`src/design/tlqs_pkg.sv`:
```
// ----------------------------------------------------------------------------
// tlqs_pkg: shared types and codes of the two-level queue scheduler
// Opcodes, status codes, register indexes, sequencer states, ALU operations.
// ----------------------------------------------------------------------------
package tlqs_pkg;

	// fixed field widths
	localparam int unsigned OpW     = 2;
	localparam int unsigned FieldW  = 8;
	localparam int unsigned StatusW = 3;
	localparam int unsigned PromW   = 5;
	localparam int unsigned CfgAddrW = 1;

	// opcodes
	localparam logic [OpW-1:0] OP_ADD      = 2'd0;
	localparam logic [OpW-1:0] OP_DISPATCH = 2'd1;
	localparam logic [OpW-1:0] OP_REPORT   = 2'd2;

	// result status codes
	localparam logic [StatusW-1:0] ST_ADDED  = 3'd0;
	localparam logic [StatusW-1:0] ST_GRANT  = 3'd1;
	localparam logic [StatusW-1:0] ST_IDLE   = 3'd2;
	localparam logic [StatusW-1:0] ST_FULL   = 3'd3;
	localparam logic [StatusW-1:0] ST_REPORT = 3'd4;

	// configuration register indexes and reset values
	localparam logic [CfgAddrW-1:0] REG_QUANTUM = 1'd0;
	localparam logic [CfgAddrW-1:0] REG_WAIT    = 1'd1;
	localparam logic [FieldW-1:0]   QUANTUM_RST = 8'd5;
	localparam logic [FieldW-1:0]   WAIT_RST    = 8'd50;

	// sequencer states
	typedef enum logic [3:0] {
		S_IDLE,
		S_EXEC,
		S_P_RD,
		S_P_WAIT,
		S_P_UNTIL,
		S_G_RD,
		S_G_SEL,
		S_R_APPLY
	} state_t;

	// shared adder operations
	typedef enum logic {
		ALU_ADD,
		ALU_SUB
	} alu_op_t;

endpackage

```
`src/design/two_level_queue_scheduler_with_aging_core.sv`:
```
// ----------------------------------------------------------------------------
// two_level_queue_scheduler_with_aging_core: round-robin scheduler with aging
// Foreground round-robin queue with quanta, background queue with arrival
// stamps, promotion of aged background jobs on dispatch.
// ----------------------------------------------------------------------------
// One item is in flight at a time. An add finishes in the execute state, a
// report advances the clock and then applies the used steps, and a dispatch
// with background jobs ages their head through the wait and until states,
// with a read state after each promotion, before it reads and selects a
// grant. These steps are set by the single shared adder, which serves
// every clock, wait and quantum computation in turn, and by the registered
// read of the queue memories, which needs a read state after each change
// of the background head. A result waits in the output register; a finished
// item holds in its last step while that register is still full.
// ----------------------------------------------------------------------------
module two_level_queue_scheduler_with_aging_core #(
	parameter int unsigned QUEUE_DEPTH = 16,
	parameter int unsigned ID_BITS     = 8,
	parameter int unsigned CLOCK_BITS  = 32
) (
	input  logic        clk,
	input  logic        arst_n,
	// input items
	input  logic        s_tvalid,
	output logic        s_tready,
	input  logic [23:0] s_tdata,   // job_id[7:0], is_background[8], steps_used[16:9],
	                               // job_finished[17], zero[23:18]
	input  logic [1:0]  s_tuser,   // opcode[1:0]
	// result items
	output logic        m_tvalid,
	input  logic        m_tready,
	output logic [23:0] m_tdata,   // grant_id[7:0], grant_steps[15:8],
	                               // grant_background[16], promoted_count[21:17], zero[23:22]
	output logic [2:0]  m_tuser,   // status[2:0]
	// configuration writes
	input  logic        cfg_we,
	input  logic [0:0]  cfg_addr,
	input  logic [7:0]  cfg_wdata
);

	localparam int unsigned AW  = (QUEUE_DEPTH > 1) ? $clog2(QUEUE_DEPTH) : 1;
	localparam int unsigned CW  = $clog2(QUEUE_DEPTH + 1);
	localparam int unsigned IdW = (ID_BITS < 8) ? ID_BITS : 8;
	localparam int unsigned FgW = IdW + 8;
	localparam int unsigned BgW = IdW + CLOCK_BITS;
	localparam logic [CW-1:0] FullCount = CW'(QUEUE_DEPTH);

	// circular slot: (head + off) mod depth, sum stays below twice the depth
	function automatic logic [AW-1:0] slot(input logic [AW-1:0] head,
	                                       input logic [CW-1:0] off);
		logic [CW:0] s;
		s = (CW+1)'(head) + (CW+1)'(off);
		if (s >= (CW+1)'(QUEUE_DEPTH)) begin
			s = s - (CW+1)'(QUEUE_DEPTH);
		end
		return s[AW-1:0];
	endfunction

	tlqs_pkg::state_t state_q, state_d;

	// latched input item
	logic [tlqs_pkg::OpW-1:0] op_q;
	logic [IdW-1:0]           id_q;
	logic                     bgsel_q;
	logic [7:0]               used_q;
	logic                     fin_q;

	// configuration
	logic [7:0] quantum_q, wait_q;

	// scheduler state
	logic [AW-1:0]         fg_head_q, bg_head_q;
	logic [CW-1:0]         fg_count_q, bg_count_q;
	logic [CLOCK_BITS-1:0] clock_q;
	logic                  from_bg_q;

	// dispatch scratch
	logic [CLOCK_BITS-1:0] waited_q;
	logic [7:0]            until_q;
	logic [4:0]            promoted_q;

	// result register
	logic       m_tvalid_q;
	logic [2:0] out_status_q;
	logic [7:0] out_id_q, out_steps_q;
	logic       out_bgf_q;
	logic [4:0] out_prom_q;

	// memories
	logic           fg_we, bg_we;
	logic [AW-1:0]  fg_waddr, bg_waddr;
	logic [FgW-1:0] fg_wdata, fg_rdata_q;
	logic [BgW-1:0] bg_wdata, bg_rdata_q;

	// shared adder
	tlqs_pkg::alu_op_t     alu_op;
	logic [CLOCK_BITS-1:0] alu_a, alu_b, alu_y;
	logic                  alu_borrow;

	logic [IdW-1:0] fg_rd_id, bg_rd_id;
	logic [7:0]     fg_rd_rem;
	logic [CLOCK_BITS-1:0] bg_rd_arr;
	logic out_free, fg_full, bg_any, fg_any, promote_cond, do_promote, finish;

	assign fg_rd_id  = fg_rdata_q[FgW-1:8];
	assign fg_rd_rem = fg_rdata_q[7:0];
	assign bg_rd_id  = bg_rdata_q[BgW-1:CLOCK_BITS];
	assign bg_rd_arr = bg_rdata_q[CLOCK_BITS-1:0];

	assign out_free = !m_tvalid_q || m_tready;
	assign fg_full  = (fg_count_q == FullCount);
	assign fg_any   = (fg_count_q != '0);
	assign bg_any   = (bg_count_q != '0);
	// wait - waited <= 0 means the head has aged out
	assign promote_cond = alu_borrow || (alu_y == '0);
	assign do_promote   = promote_cond && !fg_full;

	assign s_tready = (state_q == tlqs_pkg::S_IDLE);

	tlqs_mem #(.DEPTH(QUEUE_DEPTH), .WIDTH(FgW), .AW(AW)) u_fg_mem (
		.clk     (clk),
		.we      (fg_we),
		.waddr   (fg_waddr),
		.wdata   (fg_wdata),
		.raddr   (fg_head_q),
		.rdata_q (fg_rdata_q)
	);

	tlqs_mem #(.DEPTH(QUEUE_DEPTH), .WIDTH(BgW), .AW(AW)) u_bg_mem (
		.clk     (clk),
		.we      (bg_we),
		.waddr   (bg_waddr),
		.wdata   (bg_wdata),
		.raddr   (bg_head_q),
		.rdata_q (bg_rdata_q)
	);

	tlqs_alu #(.W(CLOCK_BITS)) u_alu (
		.op     (alu_op),
		.a      (alu_a),
		.b      (alu_b),
		.y      (alu_y),
		.borrow (alu_borrow)
	);

	// next state
	always_comb begin
		state_d = state_q;
		case (state_q)
			tlqs_pkg::S_IDLE: begin
				if (s_tvalid) state_d = tlqs_pkg::S_EXEC;
			end
			tlqs_pkg::S_EXEC: begin
				case (op_q)
					tlqs_pkg::OP_DISPATCH: begin
						state_d = bg_any ? tlqs_pkg::S_P_WAIT : tlqs_pkg::S_G_RD;
					end
					tlqs_pkg::OP_REPORT: state_d = tlqs_pkg::S_R_APPLY;
					default: begin
						if (out_free) state_d = tlqs_pkg::S_IDLE;
					end
				endcase
			end
			tlqs_pkg::S_P_RD:   state_d = tlqs_pkg::S_P_WAIT;
			tlqs_pkg::S_P_WAIT: state_d = tlqs_pkg::S_P_UNTIL;
			tlqs_pkg::S_P_UNTIL: begin
				if (do_promote && (bg_count_q != CW'(1))) state_d = tlqs_pkg::S_P_RD;
				else state_d = tlqs_pkg::S_G_RD;
			end
			tlqs_pkg::S_G_RD: state_d = tlqs_pkg::S_G_SEL;
			tlqs_pkg::S_G_SEL, tlqs_pkg::S_R_APPLY: begin
				if (out_free) state_d = tlqs_pkg::S_IDLE;
			end
			default: state_d = tlqs_pkg::S_IDLE;
		endcase
	end

	// datapath control: adder operands and memory writes
	always_comb begin
		alu_op   = tlqs_pkg::ALU_SUB;
		alu_a    = clock_q;
		alu_b    = bg_rd_arr;
		fg_we    = 1'b0;
		fg_waddr = slot(fg_head_q, fg_count_q);
		fg_wdata = {id_q, quantum_q};
		bg_we    = 1'b0;
		bg_waddr = slot(bg_head_q, bg_count_q);
		bg_wdata = {id_q, clock_q};
		finish   = 1'b0;
		case (state_q)
			tlqs_pkg::S_EXEC: begin
				if (op_q == tlqs_pkg::OP_REPORT) begin
					alu_op = tlqs_pkg::ALU_ADD;
					alu_b  = CLOCK_BITS'(used_q);
				end else if (op_q != tlqs_pkg::OP_DISPATCH) begin
					finish = out_free;
					if (op_q == tlqs_pkg::OP_ADD && out_free) begin
						bg_we = bgsel_q && (bg_count_q != FullCount);
						fg_we = !bgsel_q && !fg_full;
					end
				end
			end
			tlqs_pkg::S_P_UNTIL: begin
				alu_a    = CLOCK_BITS'(wait_q);
				alu_b    = waited_q;
				fg_we    = do_promote;
				fg_wdata = {bg_rd_id, quantum_q};
			end
			tlqs_pkg::S_G_SEL: begin
				alu_a  = CLOCK_BITS'(fg_rd_rem);
				alu_b  = CLOCK_BITS'(until_q);
				finish = out_free;
			end
			tlqs_pkg::S_R_APPLY: begin
				alu_a  = CLOCK_BITS'(fg_rd_rem);
				alu_b  = CLOCK_BITS'(used_q);
				finish = out_free;
				if (out_free && !from_bg_q && fg_any && !fin_q) begin
					fg_we = 1'b1;
					if (!alu_borrow && (alu_y != '0)) begin
						// quantum left: shorten in place
						fg_waddr = fg_head_q;
						fg_wdata = {fg_rd_id, alu_y[7:0]};
					end else begin
						// quantum spent: rotate to tail with a fresh one
						fg_wdata = {fg_rd_id, quantum_q};
					end
				end
			end
			default: ;
		endcase
	end

	// configuration registers
	always_ff @(posedge clk or negedge arst_n) begin
		if (!arst_n) begin
			quantum_q <= tlqs_pkg::QUANTUM_RST;
			wait_q    <= tlqs_pkg::WAIT_RST;
		end else if (cfg_we) begin
			case (cfg_addr)
				tlqs_pkg::REG_QUANTUM: quantum_q <= cfg_wdata;
				tlqs_pkg::REG_WAIT:    wait_q    <= cfg_wdata;
				default: ;
			endcase
		end
	end

	// input capture
	always_ff @(posedge clk) begin
		if (s_tvalid && s_tready) begin
			op_q    <= s_tuser;
			id_q    <= s_tdata[IdW-1:0];
			bgsel_q <= s_tdata[8];
			used_q  <= s_tdata[16:9];
			fin_q   <= s_tdata[17];
		end
	end

	// sequencer and scheduler state
	always_ff @(posedge clk or negedge arst_n) begin
		if (!arst_n) begin
			state_q    <= tlqs_pkg::S_IDLE;
			fg_head_q  <= '0;
			fg_count_q <= '0;
			bg_head_q  <= '0;
			bg_count_q <= '0;
			clock_q    <= '0;
			from_bg_q  <= 1'b0;
			promoted_q <= '0;
		end else begin
			state_q <= state_d;
			case (state_q)
				tlqs_pkg::S_EXEC: begin
					promoted_q <= '0;
					if (op_q == tlqs_pkg::OP_REPORT) begin
						clock_q <= alu_y;
					end else if (op_q == tlqs_pkg::OP_ADD && out_free) begin
						if (bgsel_q && (bg_count_q != FullCount)) bg_count_q <= bg_count_q + 1'b1;
						if (!bgsel_q && !fg_full) fg_count_q <= fg_count_q + 1'b1;
					end
				end
				tlqs_pkg::S_P_UNTIL: begin
					if (do_promote) begin
						fg_count_q <= fg_count_q + 1'b1;
						bg_count_q <= bg_count_q - 1'b1;
						bg_head_q  <= slot(bg_head_q, CW'(1));
						promoted_q <= promoted_q + 1'b1;
					end
				end
				tlqs_pkg::S_G_SEL: begin
					if (out_free) begin
						if (fg_any) from_bg_q <= 1'b0;
						else if (bg_any) from_bg_q <= 1'b1;
					end
				end
				tlqs_pkg::S_R_APPLY: begin
					if (out_free) begin
						if (!from_bg_q) begin
							if (fg_any) begin
								if (fin_q) begin
									fg_head_q  <= slot(fg_head_q, CW'(1));
									fg_count_q <= fg_count_q - 1'b1;
								end else if (alu_borrow || (alu_y == '0)) begin
									fg_head_q <= slot(fg_head_q, CW'(1));
								end
							end
						end else if (bg_any && fin_q) begin
							bg_head_q  <= slot(bg_head_q, CW'(1));
							bg_count_q <= bg_count_q - 1'b1;
						end
					end
				end
				default: ;
			endcase
		end
	end

	// wait-time scratch
	always_ff @(posedge clk) begin
		if (state_q == tlqs_pkg::S_P_WAIT) begin
			waited_q <= alu_y;
		end
		if (state_q == tlqs_pkg::S_P_UNTIL) begin
			until_q <= promote_cond ? 8'd0 : alu_y[7:0];
		end
	end

	// result valid
	always_ff @(posedge clk or negedge arst_n) begin
		if (!arst_n) begin
			m_tvalid_q <= 1'b0;
		end else if (finish) begin
			m_tvalid_q <= 1'b1;
		end else if (m_tready) begin
			m_tvalid_q <= 1'b0;
		end
	end

	// result payload
	always_ff @(posedge clk) begin
		if (finish) begin
			out_id_q    <= '0;
			out_steps_q <= '0;
			out_bgf_q   <= 1'b0;
			out_prom_q  <= '0;
			case (state_q)
				tlqs_pkg::S_EXEC: begin
					if (op_q == tlqs_pkg::OP_ADD) begin
						if (bgsel_q) begin
							out_status_q <= (bg_count_q == FullCount) ?
								tlqs_pkg::ST_FULL : tlqs_pkg::ST_ADDED;
						end else begin
							out_status_q <= fg_full ? tlqs_pkg::ST_FULL : tlqs_pkg::ST_ADDED;
						end
					end else begin
						out_status_q <= tlqs_pkg::ST_IDLE;
					end
				end
				tlqs_pkg::S_G_SEL: begin
					out_prom_q <= promoted_q;
					if (fg_any) begin
						out_status_q <= tlqs_pkg::ST_GRANT;
						out_id_q     <= 8'(fg_rd_id);
						// min(remaining, until) when a background job waits
						out_steps_q  <= (bg_any && !alu_borrow) ? until_q : fg_rd_rem;
					end else if (bg_any) begin
						out_status_q <= tlqs_pkg::ST_GRANT;
						out_id_q     <= 8'(bg_rd_id);
						out_steps_q  <= until_q;
						out_bgf_q    <= 1'b1;
					end else begin
						out_status_q <= tlqs_pkg::ST_IDLE;
					end
				end
				default: out_status_q <= tlqs_pkg::ST_REPORT;
			endcase
		end
	end

	assign m_tvalid = m_tvalid_q;
	assign m_tuser  = out_status_q;
	assign m_tdata  = {2'b00, out_prom_q, out_bgf_q, out_steps_q, out_id_q};

endmodule

```
`src/design/tlqs_alu.sv`:
```
// ----------------------------------------------------------------------------
// tlqs_alu: shared add/subtract unit
// One clock-wide adder used for clock advance, wait time, time until
// promotion and quantum compares. Carry out doubles as the borrow flag.
// ----------------------------------------------------------------------------
module tlqs_alu #(
	parameter int unsigned W = 32
) (
	input  tlqs_pkg::alu_op_t op,
	input  logic [W-1:0]      a,
	input  logic [W-1:0]      b,
	output logic [W-1:0]      y,
	output logic              borrow
);

	logic [W:0] sum;

	// single adder, operand b inverted for subtract
	always_comb begin
		if (op == tlqs_pkg::ALU_SUB) begin
			sum = {1'b0, a} - {1'b0, b};
		end else begin
			sum = {1'b0, a} + {1'b0, b};
		end
	end

	assign y      = sum[W-1:0];
	assign borrow = sum[W];

endmodule

```
`src/design/tlqs_mem.sv`:
```
// ----------------------------------------------------------------------------
// tlqs_mem: queue storage
// One write port, one read port, registered read data.
// ----------------------------------------------------------------------------
module tlqs_mem #(
	parameter int unsigned DEPTH = 16,
	parameter int unsigned WIDTH = 16,
	parameter int unsigned AW    = 4
) (
	input  logic             clk,
	input  logic             we,
	input  logic [AW-1:0]    waddr,
	input  logic [WIDTH-1:0] wdata,
	input  logic [AW-1:0]    raddr,
	output logic [WIDTH-1:0] rdata_q
);

	logic [WIDTH-1:0] mem [DEPTH];

	// write port
	always_ff @(posedge clk) begin
		if (we) begin
			mem[waddr] <= wdata;
		end
	end

	// registered read port
	always_ff @(posedge clk) begin
		rdata_q <= mem[raddr];
	end

endmodule

```
`config.mk`:
```
export PLATFORM = sky130hd
export DESIGN_NAME = two_level_queue_scheduler_with_aging_core
export DESIGN_NICKNAME = d
export VERILOG_FILES = /design/src/design/tlqs_pkg.sv /design/src/design/two_level_queue_scheduler_with_aging_core.sv /design/src/design/tlqs_alu.sv /design/src/design/tlqs_mem.sv
export SDC_FILE = /design/constraint.sdc
export NUM_CORES = 1
export LEC_CHECK = 0
export CORE_MARGIN = 2
export CORE_UTILIZATION = 35
export CTS_CLUSTER_SIZE = 10
export DETAILED_ROUTE_END_ITERATION = 10
export DONT_BUFFER_PORTS = 1
export GPL_TIMING_DRIVEN = 0
export MAX_ROUTING_LAYER = met4
export PLACE_DENSITY_LB_ADDON = 0.05
export SLEW_MARGIN = 10
export SYNTH_ARGS = -nofsm -noshare
export SYNTH_HDL_FRONTEND = slang
export SYNTH_SLANG_ARGS = --single-unit
```
`constraint.sdc`:
```
create_clock -name clk -period 22 [get_ports clk]
set_input_delay 5.5 -clock clk [delete_from_list [all_inputs] [get_ports clk]]
set_output_delay 5.5 -clock clk [all_outputs]
set_load 0.02 [all_outputs]
```
### Word-level counts from Yosys, hierarchy flattened

Memory sizes are Yosys's and may differ from the RTL's. A register that Yosys moved wholly into a read port is not among the register bits.
Cells that the tools add are included.

| storage, ports and cells | value |
|---|---|
| bits in registers | 162 |
| RAM bits | 896 |
| bits of input ports | 40 |
| output and inout bits | 29 |
| logic and storage cells | 197 |
| memories kept | 2 |

| operators by class | value |
|---|---|
| $add $sub $neg | 15 |
| order comparisons | 4 |
| equality and inequality tests | 26 |
| mux-type cells | 81 |
| bitwise gates (word level) | 3 |
| reductions and logical operators | 43 |

Memories:

| name | words | width | read ports | clocked after memory_dff | write ports | line | source |
|---|---|---|---|---|---|---|---|
| u_bg_mem.mem | 16 | 40 | 1 | 1 | 1 | tlqs_mem.sv:18 | `logic [WIDTH-1:0] mem [DEPTH];` |
| u_fg_mem.mem | 16 | 16 | 1 | 1 | 1 | tlqs_mem.sv:18 |  |

Operators by type and width:

| kind | number |
|---|---|
| $pmux 32 s4 | 1 |
| $mux 5 | 16 |
| $pmux 32 s2 | 1 |
| $mux 4 | 15 |
| $mux 8 | 6 |
| $add 32x32->33 | 1 |
| $mux 33 | 1 |
| $sub 32x32->33 | 1 |
| $logic_not 32->1 | 1 |
| $mux 32 | 1 |
| $pmux 16 s2 | 1 |
| $reduce_bool 32->1 | 1 |
| $pmux 5 s3 | 2 |
| $pmux 4 s7 | 1 |
| $ne 2x2->1 const B | 12 |
| $mux 1 | 21 |
| $eq 4x3->1 const B | 4 |
| $mux 16 | 1 |
| $pmux 4 s2 | 2 |
| $sub 4x1->4 const B | 4 |
| $add 5x1->5 const B | 3 |
| $add 4x5->6 | 2 |
| $ge 6x5->1 const B | 2 |
| $logic_and 1x1->1 | 12 |
| 31 further kinds | 60 |

### Longest topological paths before layout

Gate-level depths: netlist (run 1).

| depth | value |
|---|---|
| word-level depth | 11 |
| gate-level depth with buffers | 28 |
| depth with buffers taken out | 25 |

### Hierarchy

From an unflattened synthesis (run 1), not the netlist that was laid out.

| second synthesis, totals | value |
|---|---|
| cell total of the unflattened synthesis | 2,480 |
| area, all modules | 45,633.8 um^2 |

Modules (own cells, without submodules):

| module | instances | cells an instance | area each (um^2) | seq. area each (um^2) |
|---|---|---|---|---|
| tlqs_mem at u_bg_mem | 1 | 1,040 | 25,131.6 | 20,019.2 |
| tlqs_mem at u_fg_mem | 1 | 432 | 10,042.1 | 8,007.7 |
| two_level_queue_scheduler_with_aging_core | 1 | 635 | 7,877.6 | 4,485.6 |
| tlqs_alu | 1 | 373 | 2,582.5 | 0.0 |

### Least setup slack after synthesis (run 1)

No wires, ideal clock.

| path | value |
|---|---|
| path kind | input to register |
| from | input port m_tready |
| to | memory u_fg_mem.mem[0][0], enable pin |
| setup time | 0.399 ns |
| arrival time | 8.117 ns |
| data required time | 21.601 ns |
| slack | 13.484 ns |
| stages on the path | 8 |
| buffers on the path | 2 |
| path through | nor2b_1 > clkbuf_1 > nor4_1 > nor2b_1 > clkbuf_1 > a21oi_1 > or4b_4 > a31oi_1 |

| on the way | value |
|---|---|
| longest elaborated chain between the ends | 8 |
| elaborated cells on any way between the ends | 14 |

Ends and longest elaborated chain:

| what | line | source |
|---|---|---|
| from (decl) | two_level_queue_scheduler_with_aging_core.sv:31 | `input logic m_tready,` |
| $logic_or 1x1->1 * | two_level_queue_scheduler_with_aging_core.sv:110 | `assign out_free = !m_tvalid_q \|\| m_tready;` |
| $logic_and 1x1->1 (on tied branches) | two_level_queue_scheduler_with_aging_core.sv:197, two_level_queue_scheduler_with_aging_core.sv:218 |  |
| $mux 1 / $logic_and 1x1->1 (equally long branches) | two_level_queue_scheduler_with_aging_core.sv:197, two_level_queue_scheduler_with_aging_core.sv:218 |  |
| $mux 1 / $logic_and 1x1->1 (equally long branches) | two_level_queue_scheduler_with_aging_core.sv:195, two_level_queue_scheduler_with_aging_core.sv:218 |  |
| $mux 1 (on tied branches) | two_level_queue_scheduler_with_aging_core.sv:192, two_level_queue_scheduler_with_aging_core.sv:218 |  |
| $pmux 1 s3 | two_level_queue_scheduler_with_aging_core.sv:190 | `case (state_q)` |
| $mux 1 | tlqs_mem.sv:22 | `if (we) begin` |
| $mux 1 (implied by the code) | tlqs_mem.sv:23 | `mem[waddr] <= wdata;` |
| to (decl) | tlqs_mem.sv:18 |  |

Mark *: on every way between the ends. The rest lies on a longest branch, timed or not.

### Worst setup path after layout (run 1)

| path | value |
|---|---|
| from | register state_q[2] |
| to | memory u_fg_mem.mem[8][13], in the netlist u_fg_mem.mem[2][13], enable pin |

| on the way | value |
|---|---|
| longest elaborated chain between the ends | 11 |
| elaborated cells on any way between the ends | 23 |

Ends and longest elaborated chain:

| what | line | source |
|---|---|---|
| from (decl) | two_level_queue_scheduler_with_aging_core.sv:59 | `tlqs_pkg::state_t state_q, state_d;` |
| from (signal assigned) | two_level_queue_scheduler_with_aging_core.sv:262 | `state_q <= tlqs_pkg::S_IDLE;` |
| from (signal assigned) | two_level_queue_scheduler_with_aging_core.sv:271 | `state_q <= state_d;` |
| $eq 4x3->1 | two_level_queue_scheduler_with_aging_core.sv:190 |  |
| $reduce_or 2->1 (no source line) | n/a |  |
| $pmux 32 s2 | two_level_queue_scheduler_with_aging_core.sv:190 |  |
| $add 32x32->33 / $sub 32x32->33 (equally long branches) | tlqs_alu.sv:23, tlqs_alu.sv:21 |  |
| $mux 33 | tlqs_alu.sv:20 | `if (op == tlqs_pkg::ALU_SUB) begin` |
| $logic_not 32->1 | two_level_queue_scheduler_with_aging_core.sv:115 | `assign promote_cond = alu_borrow \|\| (alu_y == '0);` |
| $logic_or 1x1->1 | two_level_queue_scheduler_with_aging_core.sv:115 |  |
| $logic_and 1x1->1 | two_level_queue_scheduler_with_aging_core.sv:116 | `assign do_promote = promote_cond && !fg_full;` |
| $pmux 1 s3 | two_level_queue_scheduler_with_aging_core.sv:190 |  |
| $mux 1 | tlqs_mem.sv:22 |  |
| $mux 1 (implied by the code) | tlqs_mem.sv:23 |  |

Several ways; a longest one is shown, not always the timed one.

==> metrics.txt, run 1 <==
wire per inst 28.9 um; CTS tree done; Post-synth EDFFs 981; Int Power 4.74 mW; Placed Area 50600 um2; CTS resizes 0; flops & latches, synth 1114; CP dominant cell by count clkbuf_1; period utilization 0.440; Starting Density 0.352; Final min period 9670 ps; CTS buffer count 136; drt drc 0; hold buffers post-CTS 0; Cell Chain, Critical Path buf_4 > nor2b_1 > nand2_1 > inv_2 > clkbuf_1 > clkbuf_1 > clkbuf_1 > a22oi_1 > xnor2_1 > ha_1 > clkbuf_1 > nand4_1 > or2_0 > a2111o_1 > nand3_1 > xnor2_1 > o2111ai_1 > nor4_4 > nand4_4 > nand3_2 > buf_2 > mux2i_1 > a21oi_4 > buf_16; Clock Root Buffer clkbuf_16; syn_area_per_cell 15.7 um2; Ports 69; initial antenna violation count 7; area delta synth->final 16.6%; TritonRoute pass-1 iters 5; asr flop ratio synth 0.0691; slowest CP cell clkbuf_1; Max Clk Rate 103 MHz; Via density 5.42; status finished, final reports clean; synth warn 0; CP required 22490 ps; Final Hold Fails 0; commonest non-fill, non-tap cell in the layout edfxtp_1; final wirelength 146 mm; 1st-iter DRT viols 2355; Die Wd 370 um; global-route wire length before repair 208 mm; final-stage net count 3280; CP arrival 10160 ps; Chip Height 370 um; Slew headroom 0.0737; setup TNS 0 ps; maximum buffer depth of the clock tree 3; Clk pwr share 0.276; clock transition at the registers of the reported paths 60 ps; Critical Path End Type flop; later-pin clock latency in the skew report 760 ps; Post-Syn Area 46900 um2; Reg power frac 0.387; Sink Count 1114; core area 133000 um2; crit path max fanout 10; pwr dens 138 nW/um2; vias in the first global route 28200; Crit path max-delay family buffers and inverters; post-synth cell types 98; Detailed Place HPWL 102 mm; total gr overflow 0; DIE AREA 137000 um2; vias post-DR 27400; highest cell delay on the worst timing path 980 ps; gpl congestion 0.890; Seq/Total Area, Yosys 0.693; HP Class reg2reg; worst slew pin tran 1390 ps; Max Cap Violations 0; critical path buffer and inverter count 8; Startpoint Class flop; Switch Pwr 2.80 mW; CTS HTree Levels 4; layout cells sized above 1 0.157; PortBufs 0; final setup vio count 0; crit path kind reg2reg; Sw Ratio 0.371; Pleak 18.6 nW; most frequent cells in the layout 981 x edfxtp_1, 206 x nand2_1, 186 x mux2i_1; overall routing resource usage 0.221; Mapped Cells 2993; # rows 134; Setup Skew 25.7 ps; max-slew violations 0; Combinational Power Share 0.337; Synth Flop Type edfxtp_1; largest net degree at the start of global routing 78; peak supply drop 88.3 uV; number of post-CTS setup repair buffers 0; Design Area, Final 54700 um2; RSZ-0062 raised after global routing false; DRT antenna net count 0
## power groups by stage
| stage | registers [mW] | clock network [mW] | logic [mW] |
|---|---|---|---|
| 2_1_floorplan | 2.81 | 0 | 1.67 |
| 5_1_grt | 2.95 | 2.21 | 2.76 |
| 3_5_place_dp | 2.97 | 0 | 2.53 |
| 3_3_place_gp | 2.96 | 0 | 2.47 |
| 6_report | 2.92 | 2.08 | 2.54 |
| 4_1_cts | 2.93 | 2.13 | 2.55 |
## area by class of cell
type                       instances  area, um2
clock buffer                     211       3880
antenna                            5       12.5
clock inverter                    20        196
sequential                      1114      32500
multi-input combinational       1665      13900
inverter                          55        206
tap                             1768       2210
timing repair buffer              51       1130
fill                           12100      78600
buffer                           161        653
## final timing paths
path	start	endpoint	slack, ps	cells past startpoint
setup reg to reg	state_q[2]$_DFFE_PN0P_	u_fg_mem.mem[2][13]$_DFFE_PP_	12330	24
setup / recovery	state_q[2]$_DFFE_PN0P_	u_fg_mem.mem[2][13]$_DFFE_PP_	12330	24
hold reg to reg	wait_q[6]$_DFFE_PN0P_	wait_q[6]$_DFFE_PN0P_	510	1
max in group asynchronous	arst_n	quantum_q[0]$_DFFE_PN1P_	17200	0
min in group asynchronous	arst_n	clock_q[25]$_DFFE_PN0P_	4440	0
hold / removal	wait_q[6]$_DFFE_PN0P_	wait_q[6]$_DFFE_PN0P_	510	1
## registers in the layout (all words and copies together) (netlist names), 3 cells and up
register and flops:
bg_count_q 5, bg_head_q 4, clock_q 32, fg_count_q 5, fg_head_q 4, id_q 8, m_tuser 3, out_id_q 8
out_prom_q 5, out_steps_q 8, promoted_q 5, quantum_q 8, state_q 4, u_bg_mem.mem 640, u_bg_mem.rdata_q 40, u_fg_mem.mem 256
u_fg_mem.rdata_q 16, until_q 8, used_q 8, wait_q 8, waited_q 32
## cell usage after synthesis, types with 6 or more instances
cell / instances / area (um2)
o2111ai_1: 6 / 52.6
and3_1: 16 / 100
buf_1: 27 / 101
a211o_1: 8 / 70.1
o21a_1: 9 / 67.6
and2_1: 42 / 263
nand3b_1: 6 / 45.0
nor4_1: 7 / 43.8
a31oi_1: 14 / 87.6
a222oi_1: 8 / 80.1
ha_1: 52 / 651
buf_4: 7 / 52.6
or3_1: 12 / 75.1
mux2_2: 86 / 968
dfrtp_1: 72 / 1800
edfxtp_1: 981 / 29500
a211oi_1: 10 / 75.1
mux4_2: 112 / 2520
xnor2_1: 46 / 403
inv_1: 54 / 203
a22o_1: 8 / 70.1
a22oi_1: 88 / 661
nand2_1: 206 / 773
nor2_1: 103 / 387
o21ai_1: 7 / 35.0
nor3_1: 17 / 85.1
buf_2: 10 / 50.1
a21o_1: 21 / 158
nand2b_1: 14 / 87.6
clkbuf_1: 117 / 439
o211ai_1: 16 / 120
a221oi_1: 62 / 543
xor2_1: 27 / 236
a221o_1: 6 / 60.1
o21ai_0: 164 / 821
o21bai_1: 7 / 52.6
mux2i_1: 186 / 1860
a21oi_1: 149 / 746
nand3_1: 12 / 60.1
nor2b_1: 17 / 106
dfxtp_1: 56 / 1120
nand4_1: 20 / 125
## stage by stage
stage / hold WS [ps] / power (mW) / util / instances / setup slack, ps
2_1_floorplan: 471 / 4.48 / - / 2995 / 13480
3_3_place_gp: 489 / 5.43 / 0.369 / 4763 / 10550
3_5_place_dp: 493 / 5.50 / 0.380 / 4814 / 12480
4_1_cts: 506 / 7.60 / 0.410 / 5045 / 12430
5_1_grt: 531 / 7.91 / 0.410 / 5048 / 12030
6_report: 506 / 7.54 / 0.410 / 5050 / 12330
## layer usage
layer	wire length, um	global-route usage	part of all wire
met5	0	-	0
met4	2630	0.0508	0.018
met3	5910	0.0293	0.041
met2	74600	0.376	0.51
met1	62500	0.281	0.43
## logic make-up (layout without fill, tap and decap cells)
kind of cell | Yosys count | after routing | share of synthesized area
DFF | 1114 | 1114 | 0.693
AOI/OAI and AO/OA | 639 | 639 | 0.0908
and+or+nand+nor | 505 | 505 | 0.0530
muxes | 388 | 388 | 0.115
buffers and inverters | 216 | 498 | 0.0181
xor gates and xnor gates | 74 | 74 | 0.0142
adders and majority gates | 56 | 56 | 0.0156
other | 1 | 8 | 0.0000799
Power figures use the tool's default switching activity.
==> run 2: changes to the inputs <==
Settings changed: ABC_AREA from default to 1.
Clock period 22 ns to 9.5 ns, I/O delays scaled along.
==> metrics.txt, run 2 <==
largest registers u_bg_mem.mem x640, u_fg_mem.mem x256, u_bg_mem.rdata_q x40; RSZ-0062 raised after global routing false; Max Clk Rate 122 MHz (+18%); R2R Path End u_fg_mem.mem[6][2]$_DFFE_PP_; highest cell delay on the worst timing path 630 ps (-350 ps); HP Class reg2reg; Hold Path End quantum_q[4]$_DFFE_PN0P_; R2R cell count 39 (+63%); largest net degree at the start of global routing 78 (unchanged); clock transition at the registers of the reported paths 60 ps (about the same); status finished, final reports clean; most frequent cells in the layout 981 x edfxtp_1, 943 x nand2_1, 416 x nor2_1; multi-input combinational cell area 13200 um2 (-4.6%); area delta synth->final 15.9%; later-pin clock latency in the skew report 770 ps (about the same); Final min period 8220 ps (-1450 ps); syn_area_per_cell 11.1 um2 (-29%); Worst Hold Launch quantum_q[4]$_DFFE_PN0P_; Via density 5.24 (-3.3%); gpl congestion 0.914 (+2.7%); Mapped Cells 4307 (+44%); vias in the first global route 32900 (+17%); main area contributors after synthesis edfxtp_1 62%, nand2_1 7.4%, o21ai_0 4.3%; Pleak 20.0 nW (+7.7%); Seq/Total Area, Yosys 0.682 (-0.0112); Detailed Place HPWL 121 mm (+19%); final setup vio count 0 (unchanged); Critical Path End Type flop; Ports 69 (unchanged); hold slack 487 ps (-19.6 ps); # rows 135 (+0.75%); CP arrival 8690 ps (-1470 ps); Starting Density 0.352 (+0.000482); maximum buffer depth of the clock tree 3 (unchanged); Chip Height 373 um (+0.81%); Startpoint Class flop; overall routing resource usage 0.250 (+0.0289); Hold Crit Depth 2 (+1); PortBufs 0 (unchanged); register with the most flip-flops u_bg_mem.mem; DP Cell Count 6146 (+28%); Final Hold Fails 0 (unchanged); CTS tree done; drt drc 0 (unchanged); CTS buffer count 134 (-1.5%); max-slew violations 0 (unchanged); asr flop ratio synth 0.0691 (unchanged); post-synth cell types 53 (-46%); pwr dens 347 nW/um2 (+150%); Post-synth EDFFs 981 (unchanged); final-stage net count 4599 (+40%); commonest non-fill, non-tap cell in the layout edfxtp_1; CTS HTree Levels 4 (unchanged); DRT antenna net count 0 (unchanged); CTS resizes 0 (unchanged); Synth Flop Type edfxtp_1; crit path max fanout 10 (unchanged); Post-Syn Area 47700 um2 (+1.6%); dominant cell type by area after synthesis edfxtp_1; setup TNS 0 ps (unchanged); final wirelength 169 mm (+16%); worst reg2reg setup slack 1280 ps (-11050 ps); slowest CP cell nor2_2; pre-CTS worst setup slack 1410 ps (-11070 ps); worst slew pin tran 1400 ps (+7.18 ps); hold buffers post-CTS 0 (unchanged); CP dominant cell by count nand2_1; CP required 9970 ps (-12520 ps); Max Cap Violations 0 (unchanged); peak supply drop 167 uV (+89%); FF/Latch Area 32500 um2 (unchanged); Tot Pwr 19.2 mW (+150%); area fraction of the dominant cell type after synthesis 0.618 (-0.0102); wire per inst 26.6 um (-7.7%); Commonest cells post-synth 981 x edfxtp_1, 943 x nand2_1, 449 x nor2_1; flops & latches, synth 1114 (unchanged); number of post-CTS setup repair buffers 0 (unchanged); max FFs per register 640 (unchanged); period utilization 0.866 (+0.426); global-route wire length before repair 243 mm (+17%); worst setup margin 1280 ps (-11050 ps); layout cells sized above 1 0.0719 (-0.0847); 1st-iter DRT viols 3160 (+34%); Sink Count 1114 (unchanged); Design Area, Final 55200 um2 (+1.0%); Final Util 0.408 (-0.00189); R2R Path Start op_q[0]$_DFFE_PP_; initial antenna violation count 6 (-1); TritonRoute pass-1 iters 6 (+1); non-filler cells, final 6362 (+26%); Placed Area 51200 um2 (+1.3%); most common cell in the synthesized netlist edfxtp_1; synth warn 0 (unchanged); crit path kind reg2reg; Slew headroom 0.0689 (-0.00479); DIE AREA 139000 um2 (+1.6%); total gr overflow 0 (unchanged); Setup Skew 25.0 ps (-0.719 ps); vias post-DR 33400 (+22%); core area 135000 um2 (+1.5%); Die Wd 373 um (+0.81%); Clock Root Buffer clkbuf_16; FILL cells 13000 (+6.9%)
run 2: where the power goes:
part | internal [mW] | leakage, nW | switching (mW) | total, mW
Combinational | 1.95 | 7.79 | 5.66 | 7.60
Sequential | 6.16 | 10.3 | 0.646 | 6.80
Clock | 2.75 | 1.92 | 2.04 | 4.78
Total | 10.9 | 20.0 | 8.34 | 19.2
run 2: worst max path at each step:
stage,slack [ps],from,depth (start not counted),end
CTS,1400,op_q[0]$_DFFE_PP_,37,u_fg_mem.mem[0][8]$_DFFE_PP_
finish,1280,op_q[0]$_DFFE_PP_,39,u_fg_mem.mem[6][2]$_DFFE_PP_
detailed placement,1410,op_q[0]$_DFFE_PP_,37,u_fg_mem.mem[15][3]$_DFFE_PP_
global placement,560,op_q[0]$_DFFE_PP_,34,u_fg_mem.mem[14][1]$_DFFE_PP_
global route,710,op_q[0]$_DFFE_PP_,39,u_fg_mem.mem[15][7]$_DFFE_PP_
floorplan,3560,state_q[1]$_DFFE_PN0P_,38,u_fg_mem.mem[0][0]$_DFFE_PP_
run 2: final cells by class:
cell class | instances | share of cell area
clock buffer | 193 | 0.0673
antenna | 4 | 0.000181
inverter | 345 | 0.0234
timing repair buffer | 58 | 0.0206
tap | 1781 | 0.0403
clock inverter | 17 | 0.00457
multi-input combinational | 2639 | 0.239
sequential | 1114 | 0.589
buffer | 211 | 0.0156
run 2: worst max-delay path, delay by kind of cell, from the launching register on:
kind                       cells  cell delay (ps)
buffers and inverters          7             1270
and+or+nand+nor               30             5250
adders and majority gates      2              830
DFF                            1              520
run 2: logic make-up (layout without fill, tap and decap cells):
family | Yosys count | in the layout | synth area share
compound gates | 815 | 815 | 0.0982
xor+xnor | 60 | 60 | 0.0110
fa+ha+maj | 56 | 56 | 0.0153
buf+inv | 556 | 824 | 0.0452
flops | 1114 | 1114 | 0.682
mux | 1 | 1 | 0.000210
other cells | 1 | 7 | 0.0000786
simple gates | 1704 | 1704 | 0.148
run 2: metal layers:
layer,global-route usage,vias to the layer above,routed length (um)
met5,-,-,0
met4,0.0607,0,3600
met3,0.0354,196,9240
met2,0.401,1003,81200
met1,0.335,16700,75400
li1,-,15500,-
